**src/rtl/polar_rect_converter_top_defines.svh**
```systemverilog
// assertion macros shared by the converter modules
`ifndef POLAR_RECT_CONVERTER_TOP_DEFINES_SVH
`define POLAR_RECT_CONVERTER_TOP_DEFINES_SVH

// consequent checked in the same cycle
`define PRC_ASSERT_NOW(label, ante, cons, msg) \
    label: assert property (@(posedge clk) disable iff (!rst_n) (ante) |-> (cons)) \
        else $error(msg);

// consequent checked in the next cycle
`define PRC_ASSERT_NEXT(label, ante, cons, msg) \
    label: assert property (@(posedge clk) disable iff (!rst_n) (ante) |=> (cons)) \
        else $error(msg);

`endif

```
**src/rtl/prc_pkg.sv**
```systemverilog
package prc_pkg;

    localparam int ITERATIONS = 16;
    localparam int STAGE_W    = (ITERATIONS > 1) ? $clog2(ITERATIONS) : 1;
    localparam int TAB_LEN    = 24;
    localparam int TAB_W      = 5;
    localparam int DW         = 35;
    localparam int ZW         = 34;
    localparam int FRAC       = 16;

    localparam logic signed [30:0] GAIN_Q30    = 31'sd652032874;
    localparam logic [29:0]        GAIN_Q30_U  = 30'd652032874;
    localparam logic [31:0]        HALF_TURN   = 32'h8000_0000;
    localparam logic [1:0]         Q_SECOND    = 2'b01;
    localparam logic [1:0]         Q_THIRD     = 2'b10;
    localparam logic               MODE_TO_RECT  = 1'b0;
    localparam logic               MODE_TO_POLAR = 1'b1;
    localparam logic [16:0]        R_MAX       = 17'd46341;

    localparam logic [31:0] ATAN_TURNS [TAB_LEN] = '{
        32'd536870912, 32'd316933406, 32'd167458907, 32'd85004756,
        32'd42667331,  32'd21354465,  32'd10679838,  32'd5340245,
        32'd2670163,   32'd1335087,   32'd667544,    32'd333772,
        32'd166886,    32'd83443,     32'd41722,     32'd20861,
        32'd10430,     32'd5215,      32'd2608,      32'd1304,
        32'd652,       32'd326,       32'd163,       32'd81
    };

    typedef struct packed {
        logic                 mode;
        logic                 zero;
        logic signed [DW-1:0] x;
        logic signed [DW-1:0] y;
        logic signed [ZW-1:0] z;
    } prc_item_t;

    function automatic logic [31:0] atan_at(input logic [TAB_W-1:0] idx);
        logic [31:0] val;
        val = 32'd0;
        if (int'(idx) < TAB_LEN)
        begin
            val = ATAN_TURNS[idx];
        end
        return val;
    endfunction

endpackage

```
**src/rtl/prc_pre.sv**
```systemverilog
module prc_pre (
    input  logic                clk,
    input  logic                rst_n,
    input  logic                in_valid,
    output logic                in_ready,
    input  logic                mode,
    input  logic signed [15:0]  first_in,
    input  logic signed [15:0]  second_in,
    output prc_pkg::prc_item_t  item,
    output logic                item_valid,
    input  logic                item_ready
);
    import prc_pkg::*;

    prc_item_t            item_reg;
    prc_item_t            item_next;
    logic                 valid_reg;
    logic signed [16:0]   r_s;
    logic signed [47:0]   prod;
    logic signed [47:0]   prod_rnd;
    logic [31:0]          zu;
    logic [1:0]           quad;
    logic signed [DW-1:0] xs;
    logic signed [DW-1:0] ys;

    assign in_ready = !valid_reg || item_ready;

    always_comb
    begin
        quad      = second_in[15:14];
        zu        = {second_in, 16'h0000};
        r_s       = 17'(first_in);
        if (quad == Q_SECOND || quad == Q_THIRD)
        begin
            r_s = -r_s;
            zu  = zu ^ HALF_TURN;
        end
        prod      = 48'(r_s) * 48'(GAIN_Q30);
        prod_rnd  = (prod + 48'sd8192) >>> (30 - FRAC);
        xs        = DW'(first_in) <<< FRAC;
        ys        = DW'(second_in) <<< FRAC;
        item_next = '0;
        item_next.mode = mode;
        if (mode == MODE_TO_RECT)
        begin
            item_next.x = DW'(prod_rnd);
            item_next.y = '0;
            item_next.z = ZW'($signed(zu));
        end
        else
        begin
            item_next.zero = (first_in == 16'sd0) && (second_in == 16'sd0);
            if (first_in < 0)
            begin
                item_next.x = -xs;
                item_next.y = -ys;
                item_next.z = ZW'(HALF_TURN);
            end
            else
            begin
                item_next.x = xs;
                item_next.y = ys;
                item_next.z = '0;
            end
        end
    end

    always_ff @(posedge clk or negedge rst_n)
    begin
        if (!rst_n)
        begin
            valid_reg <= 1'b0;
        end
        else if (in_ready)
        begin
            valid_reg <= in_valid;
        end
    end

    always_ff @(posedge clk)
    begin
        if (in_ready && in_valid)
        begin
            item_reg <= item_next;
        end
    end

    assign item       = item_reg;
    assign item_valid = valid_reg;

endmodule

```
**config.mk**
```make
export PLATFORM = sky130hd
export DESIGN_NAME = prc_pre
export DESIGN_NICKNAME = d
export VERILOG_FILES = /design/src/rtl/polar_rect_converter_top_defines.svh /design/src/rtl/prc_pkg.sv /design/src/rtl/prc_pre.sv
export SDC_FILE = /design/constraint.sdc
export NUM_CORES = 1
export LEC_CHECK = 0
export ABC_AREA = 1
export BUFFER_PORTS_ARGS = -buffer_cell sky130_fd_sc_hd__buf_4
export CORE_MARGIN = 10
export CORE_UTILIZATION = 45
export CTS_CLUSTER_SIZE = 40
export DETAILED_ROUTE_END_ITERATION = 8
export SYNTH_ARGS = -nofsm -noshare
export SYNTH_HDL_FRONTEND = slang
export SYNTH_SLANG_ARGS = --single-unit
```
**constraint.sdc**
```tcl
create_clock -name clk -period 6.4 [get_ports clk]
set_input_delay 1.6 -clock clk [delete_from_list [all_inputs] [get_ports clk]]
set_output_delay 1.6 -clock clk [all_outputs]
set_load 0.005 [all_outputs]
```
# == Yosys cells after proc, flatten, opt, wreduce, memory -nomap -nowiden ==
# Index checks and enable logic that the tools add are counted.
# totals
inputBits,37
ff_bits,107
elab_cells,28
# op_classes
magnitude_cmp,1
bitwise_logic,1
n_mul,1
eq_ne,2
muxes,4
reduce_logical,8
addsub,4
# op_table
op,count
104-bit two-way mux,2
32-bit negator with 35-bit output,2
48-bit by 15-bit adder with 48-bit output (second input constant),1
17-bit by 30-bit multiplier with 47-bit output (second input constant),1
16-bit logical NOT,2
32-bit two-way mux,1
17-bit two-way mux,1
16-bit negator with 17-bit output,1
16-bit by 1-bit < comparator with 1-bit output (second input constant),1
2-bit by 1-bit == test with 1-bit output (second input constant),1
2-bit == test (second input constant),1
1-bit logical AND,2
1-bit logical OR,2
2-bit AND reduction,1
1-bit logical NOT,1
1-bit NOT,1

# == Longest topological paths before layout ==
# Gate-level depths: netlist of run 1.
# depth
ltp_word,6
depth_mapped,53

# == Worst setup path before layout of run 1 ==
# OpenSTA, ideal clock, no wires.
# synth_path
path_type,input to register
from,input first_in[1]
to,register item_reg (netlist bit item[102]) (data pin)
path_buffers,0
arrival_time_ns,8.466
path_stages,36
path_slack_ns,-2.322
required_time_ns,6.144
cell_sequence,inv_1 -> ha_1 -> nand2_2 -> nor2_2 -> nand3b_1 -> nor2_1 -> inv_2 -> nor2_2 -> nand2_1 -> or2_4 -> o21ai_0 -> nand2_1 -> o21ai_0 -> fa_1 -> inv_1 -> fa_1 -> fa_1 -> inv_1 -> fa_1 -> fa_1 -> fa_1 -> ha_1 -> a21oi_1 -> o21ai_0 -> a21boi_0 -> nor2_1 -> nor2_1 -> nand2_1 -> nand2_1 -> nand2_1 -> nor2_1 -> nand3_1 -> nor2_1 -> nand3_2 -> o21ai_1 -> nor2_1
# synth_lines
element,line_no,text
"start, declared",prc_pre.sv:7,"input logic signed [15:0] first_in,"
"end signal, assigned",prc_pre.sv:84,item_reg <= item_next;
"end, declared",prc_pre.sv:15,prc_item_t item_reg;

==> run_results.csv, run 1 <==
group,metric,value,unit
outcome,run_status,"finished with violations",
outcome,violations,"setup timing",
logic_synthesis,yosysUniqueCellTypes,52,
detailed_routing,wl_per_cell,18.7,um
floorplan,start_util,46.0,%
setup_path,cp_slowest_cell,"fa_1",
grt,grt_max_degree,74,
sta,slew_viol_final,0,
grt,grt_pass1_wl,82600,um
cts,numCtsBuffers,9,
setup_path,max_stage_delay,0.59,ns
setup_path,path_buf_inv,12,
detailed_routing,firstDrtPassIters,5,
cts,htreeDepth,3,
cts,clock_latency,0.34,ns
finish,drive_above_1_share,43.8,%
logic_synthesis,ys_seq_elements,74,
sta,final-setup-viol-count,35,
logic_synthesis,syn_area_per_cell,7.88,um^2
finish,nFillCells,2657,
sta,layout_setup_ws,-2.40,ns
floorplan,die_area,0.0401,mm^2
grt,grt_pass1_vias,14606,
logic_synthesis,ys_seq_area_share,15.2,%
sta,worstMarginPinSlew,0.993,ns
sta,max_freq,114,MHz
setup_path,crit_path_max_fanout,5,
sta,period_share,137,%
setup_path,end_kind,"register",
cts,cts-root-buf,"clkbuf_16",
logic_synthesis,syn-cell-area,0.0146,mm^2
setup_path,worstPathArrival,8.90,ns
grt,track_usage,26.2,%
detailed_routing,via_per_inst,4.93,
detailed_routing,final_antenna_net_count,0,
sta,holdWs,0.610,ns
sta,hold_viol_final,0,
cts,cts.clk_slew.worst_paths,0.07,ns
finish,fin_nets,2815,
logic_synthesis,async_reset_ff_share,1.35,%
place,gp_congestion,0.986,
grt,grt_antenna_before_repair,0,
finish,largest_reg_flops,73,
floorplan,dieHeight,200,um
flow_run,maxCapViolations,0,
setup_path,critPathRequiredTime,6.50,ns
sta,fin_skew,0.00521,ns
logic_synthesis,syn_inst,1854,
setup_path,critPathTopFamily,"adder cells",
logic_synthesis,synth_flop_cell,"edfxtp_1",
sta,relSlewSlack,33.8,%
floorplan,core,0.0318,mm^2
cts,cts_tree,"yes",
logic_synthesis,yosysWarnings,0,
setup_path,cp-start-kind,"primary input",
cts,clock-sinks,74,
cts,hold_buffers,0,
detailed_routing,vias,14096,
logic_synthesis,synth_edf_count,73,
cts,cts.path.max_buffers,2,
detailed_routing,drtIter0Drc,981,
place,port-buffer-count,112,
finish,diodes,0,
min_path,hp-class,"reg2reg",
finish,final_cell_mix,"536 x buf_4, 391 x inv_1, 228 x nand2_1",
floorplan,placementRows,65,
sta,grt_setup_unrepaired,"true",
place,dp_hpwl,45400,um
setup_path,cp_common_cell,"inv_2",
finish,area_growth_syn_to_layout,49.6,%
detailed_routing,drt-total-wl,53500,um
grt,overflow,0,
setup_path,path_class,"in2reg",
detailed_routing,drc_errors,0,
sta,timing.final.crit_period,8.80,ns
floorplan,die_x,200,um
finish,layout_commonest_cell,"buf_4",
floorplan,io_pins,145,
-- cell usage after synthesis (9+ instances only) --
cell | n | area (um^2)
inv_1 | 452 | 1700
nand2_1 | 312 | 1170
fa_1 | 185 | 3700
ha_1 | 176 | 2200
nor2_1 | 146 | 548
a21oi_1 | 91 | 455
o21ai_0 | 80 | 400
nand3_1 | 74 | 370
edfxtp_1 | 73 | 2190
buf_4 | 34 | 255
nand2_2 | 29 | 181
nor3_1 | 25 | 125
nor2_2 | 17 | 106
inv_2 | 16 | 60.1
o21ai_1 | 16 | 80.1
clkbuf_1 | 15 | 56.3
nand4_1 | 12 | 75.1
xor2_1 | 11 | 96.3
o21bai_1 | 10 | 75.1
nand3_2 | 9 | 90.1
-- path summary, 6_finish.rpt --
| kind | start | end | slack, ns | cells past startpoint |
|---|---|---|---|---|
| worst max-delay path | first_in[0] | item[100]$_DFFE_PP_ | -2.40 | 48 |
| worst min register to register | item_valid$_DFFE_PN0N_ | item_valid$_DFFE_PN0N_ | 0.61 | 2 |
| min in group asynchronous | rst_n | item_valid$_DFFE_PN0N_ | 1.02 | 1 |
| worst max register to register | item_valid$_DFFE_PN0N_ | item[66]$_SDFFCE_PN0P_ | 4.63 | 2 |
| max in group asynchronous | rst_n | item_valid$_DFFE_PN0N_ | 5.30 | 1 |
| worst min-delay path | item_valid$_DFFE_PN0N_ | item_valid$_DFFE_PN0N_ | 0.61 | 2 |
-- per-stage QoR --
step	setup slack (ns)	instances	TNS [ns]	utilization, %	instance area [um^2]
2_1_floorplan	-1.90	1885	-54.09	-	15400
3_3_place_gp	-2.89	2766	-87.69	61.0	19400
3_5_place_dp	-2.95	2766	-89.72	61.0	19400
4_1_cts	-2.27	2823	-67.64	65.9	21000
5_1_grt	-2.70	2857	-81.15	68.8	21900
6_report	-2.40	2857	-71.18	68.8	21900
-- area by class of cell --
| class | count | area [um^2] | area share (%) |
|---|---|---|---|
| multi-input combinational | 1291 | 12500 | 57.3 |
| timing repair buffer | 571 | 4460 | 20.4 |
| tap | 435 | 544 | 2.49 |
| inverter | 470 | 1810 | 8.28 |
| sequential | 74 | 2220 | 10.1 |
| clock inverter | 7 | 82.6 | 0.378 |
| clock buffer | 9 | 225 | 1.03 |
-- cell families (layout without fill, tap and decap cells) --
group	count (synthesis)	after routing	synth area share [%]
other	1	32	0.0257
XOR/XNOR	16	16	1.27
adder cells (fa/ha/maj)	361	361	40.4
flip-flops	74	74	15.2
AO/OA/AOI/OAI	219	219	8.03
buffers and inverters	520	1057	14.2
AND/OR/NAND/NOR	663	663	20.9
-- routing by layer --
layer  part of all wire, %  global-route usage (%)  wire, um
met1                    44                    35.8     23700
met2                    48                    43.6     25900
met3                   5.6                    3.32      2980
met4                   1.9                    5.40      1020
met5                     0                       0         0
-- worst reg2reg max path, delay by kind of cell (launching register included) --
| kind | cells | cell delay, ns |
|---|---|---|
| AO/OA/AOI/OAI | 1 | 0.15 |
| flip-flops | 1 | 0.43 |
| buffers and inverters | 1 | 0.72 |
-- repair_timing --
action,4_1_cts,5_1_grt
endpoints found under the setup margin,35,35
pin swaps,141,72
buffers inserted,42,35
gates resized for setup,232,181
Power of run 1 is not shown: default switching activity piles up to over one toggle a cycle in this logic, so the estimate is an artifact.
==> inputs of run 2 (changes only) <==
GPL_TIMING_DRIVEN = 0   (was default)
==> run 2 against run 1 <==
  * The run still ends with setup timing left
  * Wire length is 4.3% lower
  * Critical path depth is 1 higher
  * First-iteration DRC count shrank 22%
  * Final area is 6.2% lower
  * Final cell count shrank 8.5%
  * Count of clock-buffer cells in the layout did not move
  * Via count fell by 5.4%
  * Clock skew rose by 0.0042 ns
  * Hold slack worse by 0.0076 ns
  * Register-to-register slack got worse by 0.04 ns
  * Sequential share of layout area grew 0.67 points
  * Utilization shrank 4.2 points
  * Critical path type unchanged
==> run_results.csv, run 2 (same netlist as run 1, synthesis figures left out) <==
group,metric,value,unit
floorplan,start_util,46.0,%
cts,clock-sinks,74,
detailed_routing,drc_errors,0,
setup_path,cp-start-kind,"primary input",
cts,clock_latency,0.33,ns
setup_path,r2r_end,"item[31]$_DFFE_PP_",
grt,grt_pass1_wl,77900,um
finish,layout_commonest_cell,"inv_1",
setup_path,path_class,"in2reg",
setup_path,reg2reg_setup_slack,4.59,ns
sta,period_share,136,%
sta,timing.final.crit_period,8.70,ns
floorplan,io_pins,145,
setup_path,r2r_start,"item_valid$_DFFE_PN0N_",
finish,diodes,0,
grt,overflow,0,
detailed_routing,final_antenna_net_count,0,
detailed_routing,drtIter0Drc,770,
finish,largest_reg_flops,73,
outcome,run_status,"finished with violations",
grt,track_usage,24.8,%
detailed_routing,vias,13339,
grt,grt_max_degree,30,
floorplan,die_x,200,um
setup_path,critPathRequiredTime,6.49,ns
finish,fin_nets,2572,
min_path,hold_end,"item_valid$_DFFE_PN0N_",
place,dp_hpwl,42200,um
grt,grt_antenna_before_repair,0,
cts,cts.clk_slew.worst_paths,0.07,ns
finish,nFillCells,2676,
sta,hold_viol_final,0,
setup_path,end_kind,"register",
cts,htreeDepth,3,
detailed_routing,firstDrtPassIters,5,
sta,relSlewSlack,47.0,%
floorplan,placementRows,65,
setup_path,r2r_cells,3,
outcome,violations,"setup timing",
setup_path,crit_path_max_fanout,8,
cts,cts-root-buf,"clkbuf_16",
min_path,hp-start,"item_valid$_DFFE_PN0N_",
sta,grt_setup_unrepaired,"true",
setup_path,worstPathArrival,8.79,ns
floorplan,dieHeight,200,um
place,pre_cts_slack,-3.54,ns
floorplan,core,0.0318,mm^2
min_path,hp-class,"reg2reg",
sta,layout_setup_ws,-2.30,ns
grt,grt_pass1_vias,13225,
detailed_routing,drt-total-wl,51200,um
place,place_area,0.0168,mm^2
floorplan,die_area,0.0401,mm^2
finish,area_growth_syn_to_layout,40.4,%
flow_run,maxCapViolations,0,
finish,design_area,0.0205,mm^2
sta,slew_viol_final,0,
detailed_routing,wl_per_cell,19.6,um
sta,worstMarginPinSlew,0.795,ns
cts,numCtsBuffers,9,
finish,final_cell_mix,"388 x inv_1, 283 x buf_4, 198 x nand2_1",
setup_path,cp_slowest_cell,"fa_2",
finish,drive_above_1_share,40.2,%
min_path,whs_path_depth,2,
sta,final-setup-viol-count,35,
finish,utilization,64.5,%
sta,max_freq,115,MHz
place,gp_congestion,0.961,
setup_path,max_stage_delay,0.57,ns
cts,cts_tree,"yes",
detailed_routing,via_per_inst,5.10,
sta,holdWs,0.603,ns
cts,cts.path.max_buffers,2,
place,port-buffer-count,112,
sta,fin_skew,0.00945,ns
run 2: changes by cell type in the layout (fill, tap and decap cells not counted), sizes merged:
cell,previous run,this run
bufinv,1,2
buf,571,313
clkinv,2,5
inv,471,470
clkinvlp,3,0
clkbuf,9,24
run 2: repair_timing:
| item | 4_1_cts | 5_1_grt |
|---|---|---|
| endpoints found under the hold margin | 0 | 0 |
| pin swaps | 145 | 144 |
| hold buffers | 0 | 0 |
| setup buffers | 104 | 62 |
| resized for setup | 285 | 248 |
| endpoints found under the setup margin | 35 | 35 |
run 2: per-layer routing:
layer  share of wire [%]  global-route usage [%]  wire length [um]
met1                  44                    34.2             22300
met2                  48                    40.1             24400
met3                 6.5                    4.40              3350
met4                 2.2                    4.33              1140
met5                   0                       0                 0
run 2: final cells by class:
type	instances	area, um^2	share of cell area, %
clock buffers	9	225	1.10
inverters	470	1820	8.87
well taps	435	544	2.65
multi-input cells	1291	13000	63.4
plain buffers	50	337	1.64
flip-flops and latches	74	2220	10.8
repair buffers	278	2260	11.0
clock inverters	7	101	0.494
run 2: per-stage QoR:
| stage | cells | setup TNS, ns |
|---|---|---|
| after floorplan | 1885 | -54.09 |
| after global placement | 2432 | -177.80 |
| after detailed placement | 2434 | -107.09 |
| after CTS | 2554 | -65.14 |
| after global routing | 2614 | -78.32 |
| final | 2614 | -67.42 |
run 2: worst max-delay path, delay by kind of cell:
family                     cells  cell delay [ns]
AOI/OAI and AO/OA              3             0.46
xor gates and xnor gates       2             0.38
adders and majority gates      8             2.84
buffers and inverters         12             0.76
and+or+nand+nor               24             2.74
run 2: how the worst max path moves through the flow:
stage	depth (start not counted)	slack [ns]	end	start
6_report	49	-2.30	item[98]$_DFFE_PP_	first_in[0]
5_1_grt	48	-2.63	item[95]$_DFFE_PP_	first_in[0]
4_1_cts	43	-2.24	item[96]$_DFFE_PP_	first_in[0]
3_5_place_dp	40	-3.54	item[101]$_DFFE_PP_	first_in[0]
3_3_place_gp	40	-3.52	item[101]$_DFFE_PP_	first_in[0]
2_1_floorplan	44	-1.90	item[102]$_DFFE_PP_	first_in[1]
Power of run 2 is left out for the same reason.
==> inputs of run 3 (changes only) <==
ABC_AREA = default   (was 1)
PLACE_DENSITY = 0.75   (was default)
==> run 3 against run 2 <==
  * The flow still finishes with violations (setup timing)
  * Wire length fell by 14%
  * Critical path depth fell by 12
  * Clock skew rose by 0.0011 ns
==> run_results.csv, run 3 <==
group,metric,value,unit
logic_synthesis,yosysWarnings,0,
floorplan,dieHeight,196,um
finish,fin_nets,2131,
sta,max_freq,94.7,MHz
logic_synthesis,async_reset_ff_share,1.35,%
place,gp_congestion,1.00,
setup_path,startpoint,"first_in[0]",
logic_synthesis,synth_most_common_cell,"inv_1",
finish,diodes,0,
grt,grt_max_degree,74,
logic_synthesis,yosysTopAreaCell,"fa_1",
place,dp_hpwl,34600,um
cts,htreeDepth,3,
floorplan,core,0.0305,mm^2
place,port-buffer-count,112,
sta,slew_viol_final,0,
logic_synthesis,ys_seq_area_share,16.0,%
sta,relSlewSlack,37.1,%
sta,grt_setup_unrepaired,"true",
sta,layout_setup_ws,-4.16,ns
sta,hold_viol_final,0,
finish,stdcell_count,2134,
outcome,run_status,"finished with violations",
logic_synthesis,synth_edf_count,73,
finish,final_cell_mix,"270 x inv_1, 242 x buf_4, 171 x fa_1",
setup_path,r2r_start,"item_valid$_DFFE_PN0N_",
logic_synthesis,syn_area_per_cell,9.46,um^2
detailed_routing,vias,11608,
grt,overflow,0,
setup_path,end_kind,"register",
logic_synthesis,yosysUniqueCellTypes,74,
place,pre_cts_slack,-5.62,ns
place,dp.cells,2005,
setup_path,path_class,"in2reg",
setup_path,cp_slowest_cell,"fa_2",
detailed_routing,via_per_inst,5.44,
floorplan,io_pins,145,
sta,worstMarginPinSlew,0.943,ns
grt,grt_pass1_vias,12235,
finish,largest_reg_flops,73,
detailed_routing,wl_per_cell,20.7,um
setup_path,cp-start-kind,"primary input",
grt,grt_antenna_before_repair,0,
grt,grt_use_met2,38.1,%
setup_path,crit_path_max_fanout,7,
logic_synthesis,syn-cell-area,0.0139,mm^2
grt,met1_usage,28.4,%
finish,layout_commonest_cell,"inv_1",
finish,drive_above_1_share,31.3,%
cts,clock_latency,0.35,ns
cts,cts.clk_slew.worst_paths,0.06,ns
grt,track_usage,22.5,%
detailed_routing,drt-total-wl,44100,um
setup_path,cp_common_cell,"or3_4",
setup_path,r2r_end,"item[94]$_DFFE_PP_",
sta,holdWs,0.549,ns
cts,numCtsBuffers,9,
outcome,violations,"setup timing",
cts,clock-sinks,74,
sta,final-setup-viol-count,35,
flow_run,maxCapViolations,0,
grt,grt_most_used_layer,"met2",
min_path,whs_path_depth,2,
cts,hold_buffers,0,
grt,grt_use_met3,4.83,%
detailed_routing,firstDrtPassIters,7,
cts,cts-root-buf,"clkbuf_16",
finish,area_growth_syn_to_layout,32.2,%
logic_synthesis,synthTopCellsByArea,"fa_1 27%, ha_1 16%, edfxtp_1 16%",
logic_synthesis,syn_inst,1466,
setup_path,worstPathArrival,10.63,ns
sta,fin_skew,0.0106,ns
detailed_routing,drc_errors,0,
floorplan,placementRows,64,
floorplan,die_area,0.0382,mm^2
finish,nFillCells,2482,
setup_path,reg2reg_setup_slack,4.72,ns
cts,cts.path.max_buffers,2,
logic_synthesis,synth_flop_cell,"edfxtp_1",
logic_synthesis,yosys-top-cells-count,"292 x inv_1, 185 x fa_1, 176 x ha_1, 97 x nand2_1, 73 x edfxtp_1",
detailed_routing,final_antenna_net_count,0,
finish,utilization,60.1,%
logic_synthesis,ys_seq_elements,74,
grt,grt_pass1_wl,68300,um
min_path,hp-start,"item_valid$_DFFE_PN0N_",
floorplan,start_util,45.4,%
setup_path,critPathRequiredTime,6.46,ns
sta,timing.final.crit_period,10.56,ns
sta,period_share,165,%
min_path,hp-class,"reg2reg",
min_path,hold_end,"item_valid$_DFFE_PN0N_",
floorplan,die_x,196,um
setup_path,r2r_cells,2,
setup_path,max_stage_delay,0.59,ns
cts,cts_tree,"yes",
logic_synthesis,synth.top_cell.area_share,26.7,%
detailed_routing,drtIter0Drc,840,
==> run 3: cell count changes in the layout (fill, tap and decap cells not counted), moves of 44 or more <==
cell | previous run | this run
inv_1 | 388 | 270
nand2_1 | 198 | 86
nand2_2 | 98 | 7
inv_2 | 67 | 17
xnor2_1 | 1 | 47
nor2_4 | 50 | 6
==> run 3: critical path: cells and delay by family <==
family,cells,cell delay [ns]
buffers and inverters,7,0.70
AND/OR/NAND/NOR,13,3.10
XOR/XNOR,3,0.53
multiplexers,2,0.45
adder cells (fa/ha/maj),9,3.22
AO/OA/AOI/OAI,3,1.01
==> run 3: through the flow <==
step / cell area [um^2] / setup TNS [ns]
floorplan: 14400 / -108.77
global placement: 15700 / -155.77
detailed placement: 15700 / -161.92
CTS: 17700 / -118.06
global route: 18300 / -128.97
finish: 18300 / -121.79
==> run 3: worst max-delay path by stage <==
stage | cells after the start | endpoint
2_1_floorplan | 36 | item[101]$_DFFE_PP_
3_3_place_gp | 33 | item[101]$_DFFE_PP_
3_5_place_dp | 33 | item[101]$_DFFE_PP_
4_1_cts | 36 | item[101]$_DFFE_PP_
5_1_grt | 36 | item[101]$_DFFE_PP_
6_report | 37 | item[93]$_DFFE_PP_
==> run 3: routing by layer <==
metal,share of wire (%),routed length (um)
met4,3.1,1390
met2,49,21500
met1,40,17800
met5,0,0
met3,7.7,3400
==> run 3: cell families (layout without fill, tap and decap cells) <==
family                   after synthesis  after routing  share of synthesized area, %
AO/OA/AOI/OAI                        203            203                          9.95
XOR/XNOR                              97             97                          6.24
adder cells (fa/ha/maj)              361            361                          42.6
buffers and inverters                363            604                          10.9
flip-flops                            74             74                          16.0
multiplexers                          15             15                          1.13
other                                  1             32                        0.0270
AND/OR/NAND/NOR                      352            352                          13.2
==> run 3: cell type report <==
type	instances	area [um^2]	area share (%)
Multi-Input combinational cell	1060	11800	64.5
Buffer	65	473	2.58
Inverter	293	1130	6.18
Clock inverter	6	90.1	0.492
Tap cell	396	495	2.70
Sequential cell	74	2220	12.1
Clock buffer	10	229	1.25
Timing Repair Buffer	230	1860	10.2
==> run 3: timing repair <==
item                                   in CTS  in global routing
setup endpoints to repair                  35                 35
resized for setup                         209                 77
pin swaps                                  92                 60
setup buffers                              89                 30
endpoints found under the hold margin       0                  0
Power of run 3 is left out for the same reason.
