<file path="src/rtl/polar_rect_converter_top_defines.svh">
// assertion macros shared by the converter modules
`ifndef POLAR_RECT_CONVERTER_TOP_DEFINES_SVH
`define POLAR_RECT_CONVERTER_TOP_DEFINES_SVH

// consequent checked in the same cycle
`define PRC_ASSERT_NOW(label, ante, cons, msg) \
    label: assert property (@(posedge clk) disable iff (!rst_n) (ante) |-> (cons)) \
        else $error(msg);

// consequent checked in the next cycle
`define PRC_ASSERT_NEXT(label, ante, cons, msg) \
    label: assert property (@(posedge clk) disable iff (!rst_n) (ante) |=> (cons)) \
        else $error(msg);

`endif

</file>
<file path="src/rtl/prc_pkg.sv">
package prc_pkg;

    localparam int ITERATIONS = 16;
    localparam int STAGE_W    = (ITERATIONS > 1) ? $clog2(ITERATIONS) : 1;
    localparam int TAB_LEN    = 24;
    localparam int TAB_W      = 5;
    localparam int DW         = 35;
    localparam int ZW         = 34;
    localparam int FRAC       = 16;

    localparam logic signed [30:0] GAIN_Q30    = 31'sd652032874;
    localparam logic [29:0]        GAIN_Q30_U  = 30'd652032874;
    localparam logic [31:0]        HALF_TURN   = 32'h8000_0000;
    localparam logic [1:0]         Q_SECOND    = 2'b01;
    localparam logic [1:0]         Q_THIRD     = 2'b10;
    localparam logic               MODE_TO_RECT  = 1'b0;
    localparam logic               MODE_TO_POLAR = 1'b1;
    localparam logic [16:0]        R_MAX       = 17'd46341;

    localparam logic [31:0] ATAN_TURNS [TAB_LEN] = '{
        32'd536870912, 32'd316933406, 32'd167458907, 32'd85004756,
        32'd42667331,  32'd21354465,  32'd10679838,  32'd5340245,
        32'd2670163,   32'd1335087,   32'd667544,    32'd333772,
        32'd166886,    32'd83443,     32'd41722,     32'd20861,
        32'd10430,     32'd5215,      32'd2608,      32'd1304,
        32'd652,       32'd326,       32'd163,       32'd81
    };

    typedef struct packed {
        logic                 mode;
        logic                 zero;
        logic signed [DW-1:0] x;
        logic signed [DW-1:0] y;
        logic signed [ZW-1:0] z;
    } prc_item_t;

    function automatic logic [31:0] atan_at(input logic [TAB_W-1:0] idx);
        logic [31:0] val;
        val = 32'd0;
        if (int'(idx) < TAB_LEN)
        begin
            val = ATAN_TURNS[idx];
        end
        return val;
    endfunction

endpackage

</file>
<file path="src/rtl/prc_post.sv">
`include "polar_rect_converter_top_defines.svh"

module prc_post (
    input  logic                clk,
    input  logic                rst_n,
    input  prc_pkg::prc_item_t  item,
    input  logic                item_valid,
    output logic                item_ready,
    output logic signed [16:0]  first_out,
    output logic signed [15:0]  second_out,
    output logic                mode_out,
    output logic                out_valid,
    input  logic                out_stall
);
    import prc_pkg::*;

    logic signed [16:0]         first_reg;
    logic signed [16:0]         first_next;
    logic signed [15:0]         second_reg;
    logic signed [15:0]         second_next;
    logic                       mode_reg;
    logic                       valid_reg;
    logic signed [DW-1:0]       xr;
    logic signed [DW-1:0]       yr;
    logic [62:0]                rprod;
    logic [62:0]                rrnd;
    logic [31:0]                ang;

    assign item_ready = !valid_reg || !out_stall;

    function automatic logic signed [16:0] sat16(input logic signed [DW-1:0] v);
        logic signed [16:0] res;
        if (v > DW'(32767))
        begin
            res = 17'sd32767;
        end
        else if (v < -DW'(32768))
        begin
            res = -17'sd32768;
        end
        else
        begin
            res = 17'(v);
        end
        return res;
    endfunction

    always_comb
    begin
        xr    = (item.x + DW'(32768)) >>> FRAC;
        yr    = (item.y + DW'(32768)) >>> FRAC;
        rprod = 63'(item.x[32:0]) * 63'(GAIN_Q30_U);
        rrnd  = (rprod + (63'(1) << (30 + FRAC - 1))) >> (30 + FRAC);
        ang   = (item.z[31:0] + 32'h0000_8000) >> 16;
        if (item.mode == MODE_TO_RECT)
        begin
            first_next  = sat16(xr);
            second_next = 16'(sat16(yr));
        end
        else if (item.zero || item.x[DW-1])
        begin
            first_next  = '0;
            second_next = item.zero ? 16'sd0 : $signed(ang[15:0]);
        end
        else
        begin
            if (rrnd > 63'(R_MAX))
            begin
                first_next = $signed(R_MAX);
            end
            else
            begin
                first_next = $signed(rrnd[16:0]);
            end
            second_next = $signed(ang[15:0]);
        end
    end

    always_ff @(posedge clk or negedge rst_n)
    begin
        if (!rst_n)
        begin
            valid_reg <= 1'b0;
        end
        else if (item_ready)
        begin
            valid_reg <= item_valid;
        end
    end

    always_ff @(posedge clk)
    begin
        if (item_ready && item_valid)
        begin
            first_reg  <= first_next;
            second_reg <= second_next;
            mode_reg   <= item.mode;
        end
    end

    assign first_out  = first_reg;
    assign second_out = second_reg;
    assign mode_out   = mode_reg;
    assign out_valid  = valid_reg;

    `PRC_ASSERT_NEXT(a_origin_zero, item_valid && item_ready && item.mode && item.zero,
        first_reg == 17'sd0 && second_reg == 16'sd0, "origin item gave nonzero result")

endmodule

</file>
<file path="config.mk">
export PLATFORM = sky130hd
export DESIGN_NAME = prc_post
export DESIGN_NICKNAME = d
export VERILOG_FILES = /design/src/rtl/prc_pkg.sv /design/src/rtl/prc_post.sv
export VERILOG_INCLUDE_DIRS = /design/src /design/src/rtl
export SDC_FILE = /design/constraint.sdc
export NUM_CORES = 1
export LEC_CHECK = 0
export ABC_AREA = 0
export BUFFER_PORTS_ARGS = -buffer_cell sky130_fd_sc_hd__buf_4
export CAP_MARGIN = 20
export CORE_MARGIN = 5
export CORE_UTILIZATION = 34
export CTS_CLUSTER_SIZE = 24
export DETAILED_ROUTE_END_ITERATION = 16
export GPL_TIMING_DRIVEN = 0
export SYNTH_ARGS = -nofsm -noshare
export SYNTH_HDL_FRONTEND = slang
export SYNTH_SLANG_ARGS = --single-unit
</file>
<file path="constraint.sdc">
create_clock -name clk -period 3.2 [get_ports clk]
set_input_delay 0.48 -clock clk [delete_from_list [all_inputs] [get_ports clk]]
set_output_delay 0.48 -clock clk [all_outputs]
set_load 0.01 [all_outputs]
</file>
After elaboration in Yosys (flattened, before gate mapping)

Index checks and enable logic that the tools add are counted.

$add $sub $neg: 4
Multipliers: 1
$lt $le $gt $ge: 5
Multiplexer cells: 10
Reductions and logical operators: 5

Operator list:

| operator               | number |
|---|---|
| $mux 17                | 5 |
| $mux 16                | 5 |
| $add 35x17->35 const B | 2 |
| $add 63x46->63 const B | 1 |
| $mul 33x29->62 const B | 1 |
| $gt 19x16->1 const B   | 2 |
| $lt 19x16->1 const B   | 2 |
| $add 32x16->32 const B | 1 |
| $gt 17x16->1 const B   | 1 |
| $logic_not 1->1        | 2 |
| $logic_or 1x1->1       | 2 |
| $logic_and 1x1->1      | 1 |

Flip-flop bits (word level): 35
Bits of input ports: 110
Output and inout port bits: 36
Logic and storage cells: 29

Longest topological paths before layout

Gate-level depths: netlist of run 1.

Word-level depth: 6
Depth in mapped cells: 31
Mapped depth without buffers: 30

Least setup slack after synthesis of run 1

No wires, ideal clock.

Kind: input to register
Start: input port item[77] (netlist name)
End: register first_reg[10] (netlist: first_out[10]), data pin
Arrival: 8.383 ns
Setup slack: -5.454 ns
Cell stages on the path: 29
Cell sequence: inv_1 > fa_1 > fa_1 > inv_1 > fa_1 > inv_1 > fa_1 > inv_1 > fa_1 > fa_1 > fa_1 > inv_1 > fa_1 > inv_1 > ha_1 > a21oi_1 > o21ai_0 > a221oi_1 > nand2_1 > a211oi_1 > xnor2_1 > ha_1 > inv_1 > nor4_2 > or4b_1 > and4bb_1 > nor3_2 > nor4_1 > a21oi_1

Cells in the longest elaborated chain, start to end: 6
Elaborated cells on any way between the ends: 11
Classes of those cells: add/sub (2); mul (1); order compare (3); mux (5)

RTL lines:

| item                   | line           | source |
|---|---|---|
| start: declaration     | prc_post.sv:6  | `input prc_pkg::prc_item_t item,` |
| $mul 33x29->62         | prc_post.sv:52 | `rprod = 63'(item.x[32:0]) * 63'(GAIN_Q30_U);` |
| $add 63x46->63         | prc_post.sv:53 | `rrnd = (rprod + (63'(1) << (30 + FRAC - 1))) >> (30 + FRAC);` |
| $gt 17x16->1           | prc_post.sv:67 | `if (rrnd > 63'(R_MAX))` |
| $mux 17                | prc_post.sv:67 |  |
| $mux 17                | prc_post.sv:60 | `else if (item.zero \|\| item.x[DW-1])` |
| $mux 17 (*)            | prc_post.sv:55 | `if (item.mode == MODE_TO_RECT)` |
| net first_next[10]     | prc_post.sv:18 | `logic signed [16:0] first_next;` |
| end signal: assignment | prc_post.sv:95 | `first_reg <= first_next;` |
| end: declaration       | prc_post.sv:17 | `logic signed [16:0] first_reg;` |

The timed path passes the listed nets; every way through them passes the cells marked *.
A chain may end at the register's enable or synchronous reset.

Final worst setup path of run 1

Start: input port item[87] (netlist name)
End: register first_reg[10] (netlist: first_out[10]), data pin

Same word-level chain as after synthesis.

==> run summary, run 1 <==
The CTS buffer count is 5. The first-pass GRT wire length came out at between 100 and 150 mm. The slew at the pin closest to its max-slew limit came out at a little under 800 ps. The signed area change from the synthesized netlist to the final layout came out at 16.3%.

The average routed wire per standard cell is 18.6 um. In this run the deepest clock path goes through 2 buffers. The share of layout cells above drive strength 1 came out at between 10% and 20%.

The height of the die is around 270 um. The count of nets left with antenna violations after detail routing is 0. Counting flops and latches in the post-synthesis netlist gives 35. Hold timing on the final database bottoms out at a slack of between 400 and 500 ps.

The sequential-to-total area share from yosys stat is between 4 and 5%. The count of input and output buffers is approximately 110. The number of distinct standard cells referenced by the synthesized netlist is 85.

The wire length reported by the detailed router came out at 63.9 mm. The most numerous cell type found on the critical path is fa_1. The number of clock sinks seen by CTS came out at 35.

TritonCTS built the clock tree. Counting the fill cells in the layout gives between 6000 and 7000. The via count of the first global-routing pass is 18200.

The number of primary I/O pins is between 100 and 150. The endpoint arrival time on the critical path came out at 8680 ps. The sort of element at the start of the critical path is a primary input.

The aggregate global-route resource usage is a little under a fifth. Global routing finished with a remaining overflow of 0. The H-tree was split into 2 levels. The via total after detailed routing is ~17000. The number of iterations in the first detailed-routing pass is 5.

The most common cell in the netlist is inv_1. Of all flip-flops after synthesis, the portion carrying an async set or reset was approximately 2.9%. The initial core utilization came out at around a third.

The number of remaining DRC errors came out at 0. The number of failing setup endpoints in the final timing report is 16. In the routed layout, each cell is associated on average with a via count of roughly 4.8. The largest fanout of any net on the critical path is 8. For this design, the slowest cell found on the critical path is or4_4. The cell area after technology mapping is 0.0225 mm^2. The flow ran to the end, but the final reports show violations. The worst setup slack before clock tree synthesis came out at -6420 ps.

The die area is a little over 0.07 mm^2. The share of the core filled with cells came out at 39.8%. The largest net degree at the start of global routing came out at 35. The floorplan step set the die width to 267 um. The share of the clock period used by the worst path came out at 271%. The repair_antennas step left the layout with diodes totalling 0. The placeable core area came out at between 0.06 and 0.07 mm^2. For this run, the leading register cell type out of synthesis is edfxtp_1. The cell area after placement came out at around 0.025 mm^2. The worst clock skew came out at 2.24 ps. The final number of hold-violating endpoints came out at 0. The worst slew slack as a fraction of its limit is 47.0%.

The final-report max-slew violation count is 0. The critical path in this run is classified as in2reg. In this design, the stage delay of the slowest critical-path cell is 610 ps. The biggest area contributor in the post-synthesis netlist is fa_1. The area of all placed cells without fillers came out at ~0.026 mm^2. The placed wire-length estimate after detailed placement came out at roughly 57 mm.

The required time of the worst setup path came out at 3220 ps. The number of flops mapped to enable cells by yosys is 34. The routability congestion estimate is roughly 0.94.

Timing would allow up to approximately 0.12 GHz. The net count reported at finish came out at between 3000 and 4000. For this run, the number of Yosys warnings is 0. The final critical-path required period came out at just under 9000 ps. The top cell type by area accounts for between 40% and 50% of the synthesized area.

The initial antenna violation count came to 0. The worst hold path belongs to the class in2reg. Setup repair after global routing could not meet its margin everywhere. The first-iteration detailed-routing DRC count came out at 1031.

STA classifies the critical path endpoint as a flop. The buffer type at the clock tree root is clkbuf_16. By count the netlist is led by inv_1, fa_1, ha_1. The cell count after synthesis is ~2400. The number of nets handed over by synthesis was roughly 3300. The slack of the critical path is -5470 ps. The clock-pin transition on the worst setup and hold timing paths came out at about 50 ps. A synthesized cell averages approximately 9.4 um^2. The final reports fail on setup timing. The worst-skew pair later-pin latency is 280 ps. The number of max-capacitance violations reported is 0. The floorplan has between 90 and 100 rows. Yosys attributes the largest share of cell area to fa_1, ha_1, inv_1.
## what timing repair did
item                                   4_1_cts  5_1_grt
setup endpoints to repair                   26       26
pin swaps                                   56       14
gates cloned                                 1        0
endpoints found under the hold margin        1        0
hold buffers                                 1        0
setup buffers                               67        6
gates resized for setup                    104       33
## state kept, by name (all words and copies together), names as in the netlist
signal / cells
second_out: 16
first_out: 17
mode_out: 1
out_valid: 1
## stage by stage
step / instances / TNS (ps)
floorplan: 2384 / -78430
global route: 3440 / -89970
finish: 3440 / -86290
global placement: 3360 / -105190
CTS: 3436 / -85350
detailed placement: 3360 / -104650
## kinds of logic (layout without fill, tap and decap cells)
| family | count (synthesis) | in the layout | synth area share, % |
|---|---|---|---|
| adders and majority gates | 837 | 837 | 62.3 |
| AOI/OAI and AO/OA | 265 | 265 | 7.88 |
| buffers and inverters | 800 | 992 | 13.5 |
| and+or+nand+nor | 367 | 367 | 8.50 |
| muxes | 8 | 8 | 0.367 |
| DFF | 35 | 35 | 4.65 |
| xor gates and xnor gates | 72 | 72 | 2.84 |
## layer usage
layer	up-vias	GRT usage, %	routed length [um]
met1	8287	26.1	28900
li1	7812	-	-
met3	73	2.09	3190
met5	-	0	0
met4	0	4.46	1900
met2	401	30.3	29800
## area by class of cell
| type | count | area, um^2 | area share [%] |
|---|---|---|---|
| clock buffer | 5 | 125 | 0.478 |
| clock inverter | 3 | 38.8 | 0.148 |
| sequential | 35 | 1050 | 4.00 |
| timing repair buffer | 187 | 1570 | 6.02 |
| inverter | 774 | 2980 | 11.4 |
| buffer | 23 | 113 | 0.430 |
| tap | 864 | 1080 | 4.13 |
| multi-input combinational | 1549 | 19200 | 73.4 |
## path summary, 6_finish.rpt
check / start / to / slack [ps] / depth (start not counted)
max in group asynchronous: rst_n / out_valid / 2600 / 2
min in group asynchronous: rst_n / out_valid / 520 / 2
setup / recovery: item[87] / first_out[10] / -5470 / 29
hold reg to reg: out_valid / out_valid / 530 / 2
hold / removal: item_valid / out_valid / 430 / 2
setup reg to reg: out_valid / first_out[3] / 1660 / 2
## worst max-delay path: cells and delay by family
| kind | cells | cell delay (ps) |
|---|---|---|
| AOI/OAI and AO/OA | 6 | 1530 |
| xor gates and xnor gates | 1 | 150 |
| adders and majority gates | 9 | 4130 |
| buffers and inverters | 7 | 860 |
| and+or+nand+nor | 6 | 1520 |
## cells in the final DEF, fill, tap and decap left out, types with 6 or more instances in the layout
master      count
nand4_1        27
nor4_4          6
nand2b_1       11
o21bai_1        7
o211a_1         6
buf_6          13
edfxtp_1       34
clkinvlp_4     20
clkbuf_1       12
ha_4           17
a41o_1          9
and3_1         15
or3_1           6
o211ai_1       10
fa_2           14
inv_2           9
buf_2           6
nor3_1         22
o21ai_1        13
buf_4         164
o21a_1          8
o21ai_0        40
ha_1          345
inv_1         745
nor2_1         68
a21oi_1        63
xnor2_1        52
fa_1          459
a22oi_1        14
buf_12          6
xor2_1         18
nand2_1       105
a21oi_2        16
a21o_1         13
nand3_1        37
Power of run 1 is left out: the tool's default activity adds up to more than one toggle a clock period on the data nets, which glitch-free logic cannot reach.
==> run 2: changes to the inputs <==
--- a/config.mk
+++ b/config.mk
@@ -14,6 +14,7 @@
 export CTS_CLUSTER_SIZE = 24
 export DETAILED_ROUTE_END_ITERATION = 16
 export GPL_TIMING_DRIVEN = 0
+export RECOVER_POWER = 25
 export SYNTH_ARGS = -nofsm -noshare
 export SYNTH_HDL_FRONTEND = slang
 export SYNTH_SLANG_ARGS = --single-unit
==> run summary, run 2 (same netlist as run 1, synthesis figures left out) <==
The count of input and output buffers was 112 (unchanged). The worst-skew pair later-pin latency is 280 ps (about the same). The wire length reported by the detailed router was 63.9 mm (about the same). The final critical-path required period is 8680 ps (was 8670 ps). The die area is 0.0714 mm^2 (unchanged). The placed wire-length estimate after detailed placement came out at 56.9 mm (unchanged). The delay of the slowest cell on the worst path came out at 610 ps (about the same). The net count reported at finish is 3521 (unchanged). The cell area after placement came out at 0.0248 mm^2 (unchanged). The final-report max-slew violation count is 0 (unchanged). The worst clock skew came to 1.31 ps (was 2.24 ps). The required time of the worst setup path came to 3220 ps (about the same). Violated checks: setup timing (unchanged).

The number of iterations in the first detailed-routing pass is 5 (unchanged). The aggregate global-route resource usage was 18.4% (unchanged). The slew at the pin closest to its max-slew limit is 794 ps (was 795 ps).

The global route total overflow came out at 0 (unchanged). The area of all placed cells without fillers came out at 0.0261 mm^2 (was 0.0262 mm^2). The routability congestion estimate is 0.936 (unchanged). Result of the run: finished with violations (unchanged). The number of clock sinks seen by CTS was 35 (unchanged). The number of flip-flops in the largest register is 17 (unchanged). The library cell contributing the largest single delay on the critical path is or4_4 (unchanged). The signed area change from the synthesized netlist to the final layout is 15.9% (was 16.3%). Top library cells by usage in the layout, fill and taps aside: inv_1, fa_1, ha_1, buf_4, nand2_1 (unchanged). The library cell appearing most often on the critical path is fa_1 (unchanged). The worst slew slack as a fraction of its limit is 47.1% (was 47.0%). The count of H-tree levels built during CTS is 2 (unchanged).

The filler cell count came out at 6604 (was 6580). The clock tree from TritonCTS is yes (unchanged). The die span in x is 267 um (unchanged). The number of placed instances with taps included is 3360 (unchanged). The first-iteration detailed-routing DRC count was 1010 (was 1031).

The largest net degree at the start of global routing is 35 (unchanged). The site row count is 94 (unchanged). The slack of the critical path is -5480 ps (was -5470 ps). The share of the core filled with cells came out at 39.7% (was 39.8%).

The buffer type at the clock tree root was clkbuf_16 (unchanged). The number of max-capacitance violations reported is 0 (unchanged). The share of layout cells above drive strength 1 came out at 13.5% (was 14.3%). The height of the die is 267 um (unchanged). The final number of hold-violating endpoints is 0 (unchanged).

The first-pass GRT wire length is 102 mm (unchanged). The count of antenna diodes in the layout is 0 (unchanged). The share of the clock period used by the worst path came to 271% (about the same).

The via total after detailed routing was 16600 (about the same). The count of non-filler cells in the finished layout is 3440 (unchanged). The placeable core area came out at 0.0657 mm^2 (unchanged). The number of failing setup endpoints in the final timing report is 16 (unchanged). The number of primary I/O pins came out at 146 (unchanged). The upper clock frequency limit came out at 0.115 GHz (about the same). The maximum buffer depth of the clock tree came out at 2 (unchanged). Setup repair after global routing missed its margin: yes (unchanged). The count of nets left with antenna violations after detail routing is 0 (unchanged).

The largest fanout of any net on the critical path is 6 (was 8). The CTS buffer count came to 5 (unchanged). The endpoint arrival time on the critical path came out at 8690 ps (was 8680 ps).

The clock-pin transition on the worst setup and hold timing paths was 50 ps (about the same). The initial core utilization came to 34.2% (unchanged). The initial antenna violation count was 0 (unchanged). The number of remaining DRC errors came out at 0 (unchanged).

The average routed wire per standard cell is 18.6 um (about the same). The via count of the first global-routing pass was 18200 (unchanged). The kind of critical path is in2reg (unchanged). The most frequent standard cell in the layout excluding fill and tap cells is inv_1 (unchanged).

The number of vias per cell is 4.82 (about the same). The worst hold-check slack is 429 ps (was 430 ps). The type of destination of the critical path was a flop (unchanged).

The class of the worst hold path is in2reg (unchanged). The sort of element at the start of the critical path is a primary input (unchanged).
-- run 2: path summary, 6_finish.rpt --
kind | from | end | slack [ps] | depth (start not counted)
max | item[80] | first_out[10] | -5480 | 30
min | item_valid | out_valid | 430 | 2
max reg2reg | out_valid | first_out[5] | 1660 | 2
min reg2reg | out_valid | out_valid | 530 | 2
max in group asynchronous | rst_n | out_valid | 2580 | 2
min in group asynchronous | rst_n | out_valid | 530 | 2
-- run 2: cell type report --
cell class / count / area, um^2 / area share, %
Clock inverter: 3 / 38.8 / 0.149
Buffer: 23 / 113 / 0.432
Tap cell: 864 / 1080 / 4.14
Clock buffer: 5 / 125 / 0.480
Inverter: 774 / 2980 / 11.4
Sequential cell: 35 / 1050 / 4.01
Multi-Input combinational cell: 1549 / 19200 / 73.6
Timing Repair Buffer: 187 / 1500 / 5.75
-- run 2: critical path, delay by kind of cell --
kind	cells	cell delay, ps
compound gates	6	1510
fa+ha+maj	9	4360
buf+inv	8	610
simple gates	7	1730
-- run 2: what timing repair did --
item	in CTS	in global routing
pin swaps	56	14
gates cloned	1	0
hold buffers	1	0
gates resized for setup	104	33
endpoints found under the hold margin	1	0
buffers inserted	67	6
endpoints found under the setup margin	26	26
-- run 2: per-layer routing --
layer / share of wire (%) / vias up / track usage, %
li1: - / 7805 / -
met1: 45 / 8273 / 26.1
met2: 47 / 416 / 30.3
met3: 5.3 / 78 / 2.09
met4: 3.0 / 0 / 4.46
met5: 0 / - / 0
-- run 2: through the flow --
stage	setup TNS [ps]	worst slack, ps
CTS	-85350	-5420
global route	-89970	-5710
global placement	-105190	-6400
finish	-86430	-5480
floorplan	-78430	-4940
detailed placement	-104650	-6420
Power of run 2 is left out for the same reason.
==> run 3: changes to the inputs <==
--- a/config.mk
+++ b/config.mk
@@ -14,6 +14,7 @@
 export CTS_CLUSTER_SIZE = 24
 export DETAILED_ROUTE_END_ITERATION = 16
 export GPL_TIMING_DRIVEN = 0
+export MAX_ROUTING_LAYER = met4
 export RECOVER_POWER = 25
 export SYNTH_ARGS = -nofsm -noshare
 export SYNTH_HDL_FRONTEND = slang
==> constraint.sdc (replaced) <==
create_clock -name clk -period 9.15 [get_ports clk]
set_input_delay 1.3725 -clock clk [delete_from_list [all_inputs] [get_ports clk]]
set_output_delay 1.3725 -clock clk [all_outputs]
set_load 0.01 [all_outputs]
==> run summary, run 3 (same netlist as run 1, synthesis figures left out) <==
The most frequent standard cell in the layout excluding fill and tap cells is inv_1 (unchanged). The type of destination of the critical path is a flop (unchanged). The site row count is 94 (unchanged).

The worst clock skew is 5.60 ps (was 1.31 ps). The largest net degree at the start of global routing is 35 (unchanged). The number of max-capacitance violations reported is 0 (unchanged).

The wire length reported by the detailed router was 63.1 mm (was 63.9 mm). The number of vias per cell came to 4.79 (was 4.82). The number of cells on the worst hold path was 2 (unchanged). The routability congestion estimate is 0.962 (was 0.936). The initial antenna violation count was 0 (unchanged).

The clock-pin transition on the worst setup and hold timing paths is 60 ps (was 50 ps). The worst-skew pair later-pin latency came out at 280 ps (about the same). The height of the die came out at 267 um (unchanged).

The share of layout cells above drive strength 1 is 13.6% (was 13.5%). The aggregate global-route resource usage is 18.6% (was 18.4%). The delay of the slowest cell on the worst path is 560 ps (was 610 ps). The start point of the worst min-delay path is out_valid (was item_valid). The worst hold-check slack was 548 ps (was 429 ps). Result of the run: finished with violations (unchanged). The count of H-tree levels built during CTS came to 2 (unchanged). The endpoint arrival time on the critical path came out at 9620 ps (was 8690 ps). The number of iterations in the first detailed-routing pass is 6 (was 5).

The end point of the worst hold path is out_valid (unchanged). The via total after detailed routing was 16500 (was 16600). The source of the worst register-to-register timing path was out_valid (unchanged). The sort of element at the start of the critical path is a primary input (unchanged). The required time of the worst setup path came out at 9160 ps (was 3220 ps). The upper clock frequency limit is around 0.10 GHz. The number of primary I/O pins came out at 146 (unchanged).

The number of clock sinks seen by CTS is 35 (unchanged). The final critical-path required period came out at roughly 9600 ps. The placeable core area came out at 0.0657 mm^2 (unchanged). The slack of the critical path is -464 ps (was -5480 ps).

The worst reg2reg path endpoint is second_out[12] (was first_out[5]). The largest fanout of any net on the critical path came out at 6 (unchanged). The count of nets left with antenna violations after detail routing was 0 (unchanged). The die area is 0.0714 mm^2 (unchanged). The number of cells traversed by the worst register-to-register path came to 2 (unchanged).

The kind of critical path is in2reg (unchanged). Top library cells by usage in the layout, fill and taps aside: inv_1, fa_1, ha_1, buf_4, nand2_1 (unchanged). The global route total overflow came out at 0 (unchanged). The signed area change from the synthesized netlist to the final layout is 15.9% (about the same). The first-pass GRT wire length came out at 101 mm (was 102 mm). The worst slew slack as a fraction of its limit is 42.5% (was 47.1%). The buffer type at the clock tree root was clkbuf_16 (unchanged). The count of antenna diodes in the layout is 0 (unchanged). The via count of the first global-routing pass came to 18000 (was 18200). The number of failing setup endpoints in the final timing report came out at 16 (unchanged).

The maximum buffer depth of the clock tree is 2 (unchanged). The count of non-filler cells in the finished layout came to 3449 (was 3440). The class of the worst hold path was reg2reg (was in2reg).

The initial core utilization came out at 34.2% (unchanged). The first-iteration detailed-routing DRC count is 1056 (was 1010). The worst setup slack before clock tree synthesis came out at -1420 ps (was -6420 ps). The CTS buffer count came out at 5 (unchanged). The final-report max-slew violation count came to 0 (unchanged).

The average routed wire per standard cell came out at 18.3 um (was 18.6 um). The library cell appearing most often on the critical path is fa_1 (unchanged). The clock tree from TritonCTS was yes (unchanged). The die span in x was 267 um (unchanged).

The placed wire-length estimate after detailed placement came to 55.8 mm (was 56.9 mm). The slew at the pin closest to its max-slew limit came out at 855 ps (was 794 ps). The number of flip-flops in the largest register is 17 (unchanged). The setup slack of the most critical reg-to-reg path is 7580 ps (was 1660 ps). The count of hold buffers inserted by post-cts repair came out at 0 (was 1). The count of input and output buffers came to 112 (unchanged). The final number of hold-violating endpoints came out at 0 (unchanged). The number of remaining DRC errors was 0 (unchanged). The number of placed instances with taps included is 3360 (unchanged). The library cell contributing the largest single delay on the critical path is fa_1 (was or4_4).

The worst path uses 105% of the clock period. The net count reported at finish is 3530 (was 3521). Violated checks: setup timing (unchanged). Setup repair after global routing missed its margin: yes (unchanged).
==> run 3: changes by cell type in the layout (fill, tap and decap cells not counted), moves of 3 or more <==
| cell | previous run | this run |
|---|---|---|
| inv_1 | 745 | 749 |
| buf_6 | 13 | 17 |
| buf_4 | 143 | 151 |
| inv_2 | 9 | 6 |
| o21ai_1 | 13 | 10 |
==> run 3: worst max-delay path by stage <==
stage	endpoint	from	cells past startpoint	slack (ps)
2_1_floorplan	first_out[3]	item[87]	28	3
3_3_place_gp	first_out[2]	item[87]	28	-1390
3_5_place_dp	first_out[4]	item[86]	29	-1420
4_1_cts	first_out[8]	item[82]	31	-290
5_1_grt	first_out[8]	item[80]	31	-710
6_report	first_out[8]	item[80]	29	-460
==> run 3: what timing repair did <==
item | 4_1_cts | 5_1_grt
setup endpoints to repair | 16 | 16
resized for setup | 125 | 33
buffers inserted | 64 | 19
gates cloned | 1 | 0
pin swaps | 75 | 27
==> run 3: through the flow <==
stage,setup TNS (ps),instance area (um^2),utilization [%]
after global placement,-20900,24700,37.6
after floorplan,0,22800,-
final,-5470,26100,39.7
after detailed placement,-21130,24700,37.6
after CTS,-3840,25900,39.4
after global routing,-9770,26100,39.7
==> run 3: routing by layer <==
metal | up-vias | GRT usage [%] | part of all wire (%)
li1 | 7827 | - | -
met2 | 410 | 30.7 | 48
met1 | 8210 | 25.4 | 45
met3 | 70 | 1.78 | 4.6
met5 | - | - | 0
met4 | 0 | 3.35 | 2.2
==> run 3: area by class of cell <==
class,count,area [um^2]
Multi-Input combinational cell,1549,19200
Sequential cell,35,1050
Timing Repair Buffer,195,1540
Inverter,774,2980
Tap cell,864,1080
Fill cell,6631,39700
Buffer,24,123
Clock buffer,5,125
Clock inverter,3,38.8
==> run 3: worst max-delay path: cells and delay by family <==
family | cells | cell delay, ps
AOI/OAI and AO/OA | 4 | 1180
and+or+nand+nor | 9 | 2350
adders and majority gates | 9 | 4110
buffers and inverters | 7 | 590
Power of run 3 is left out for the same reason.
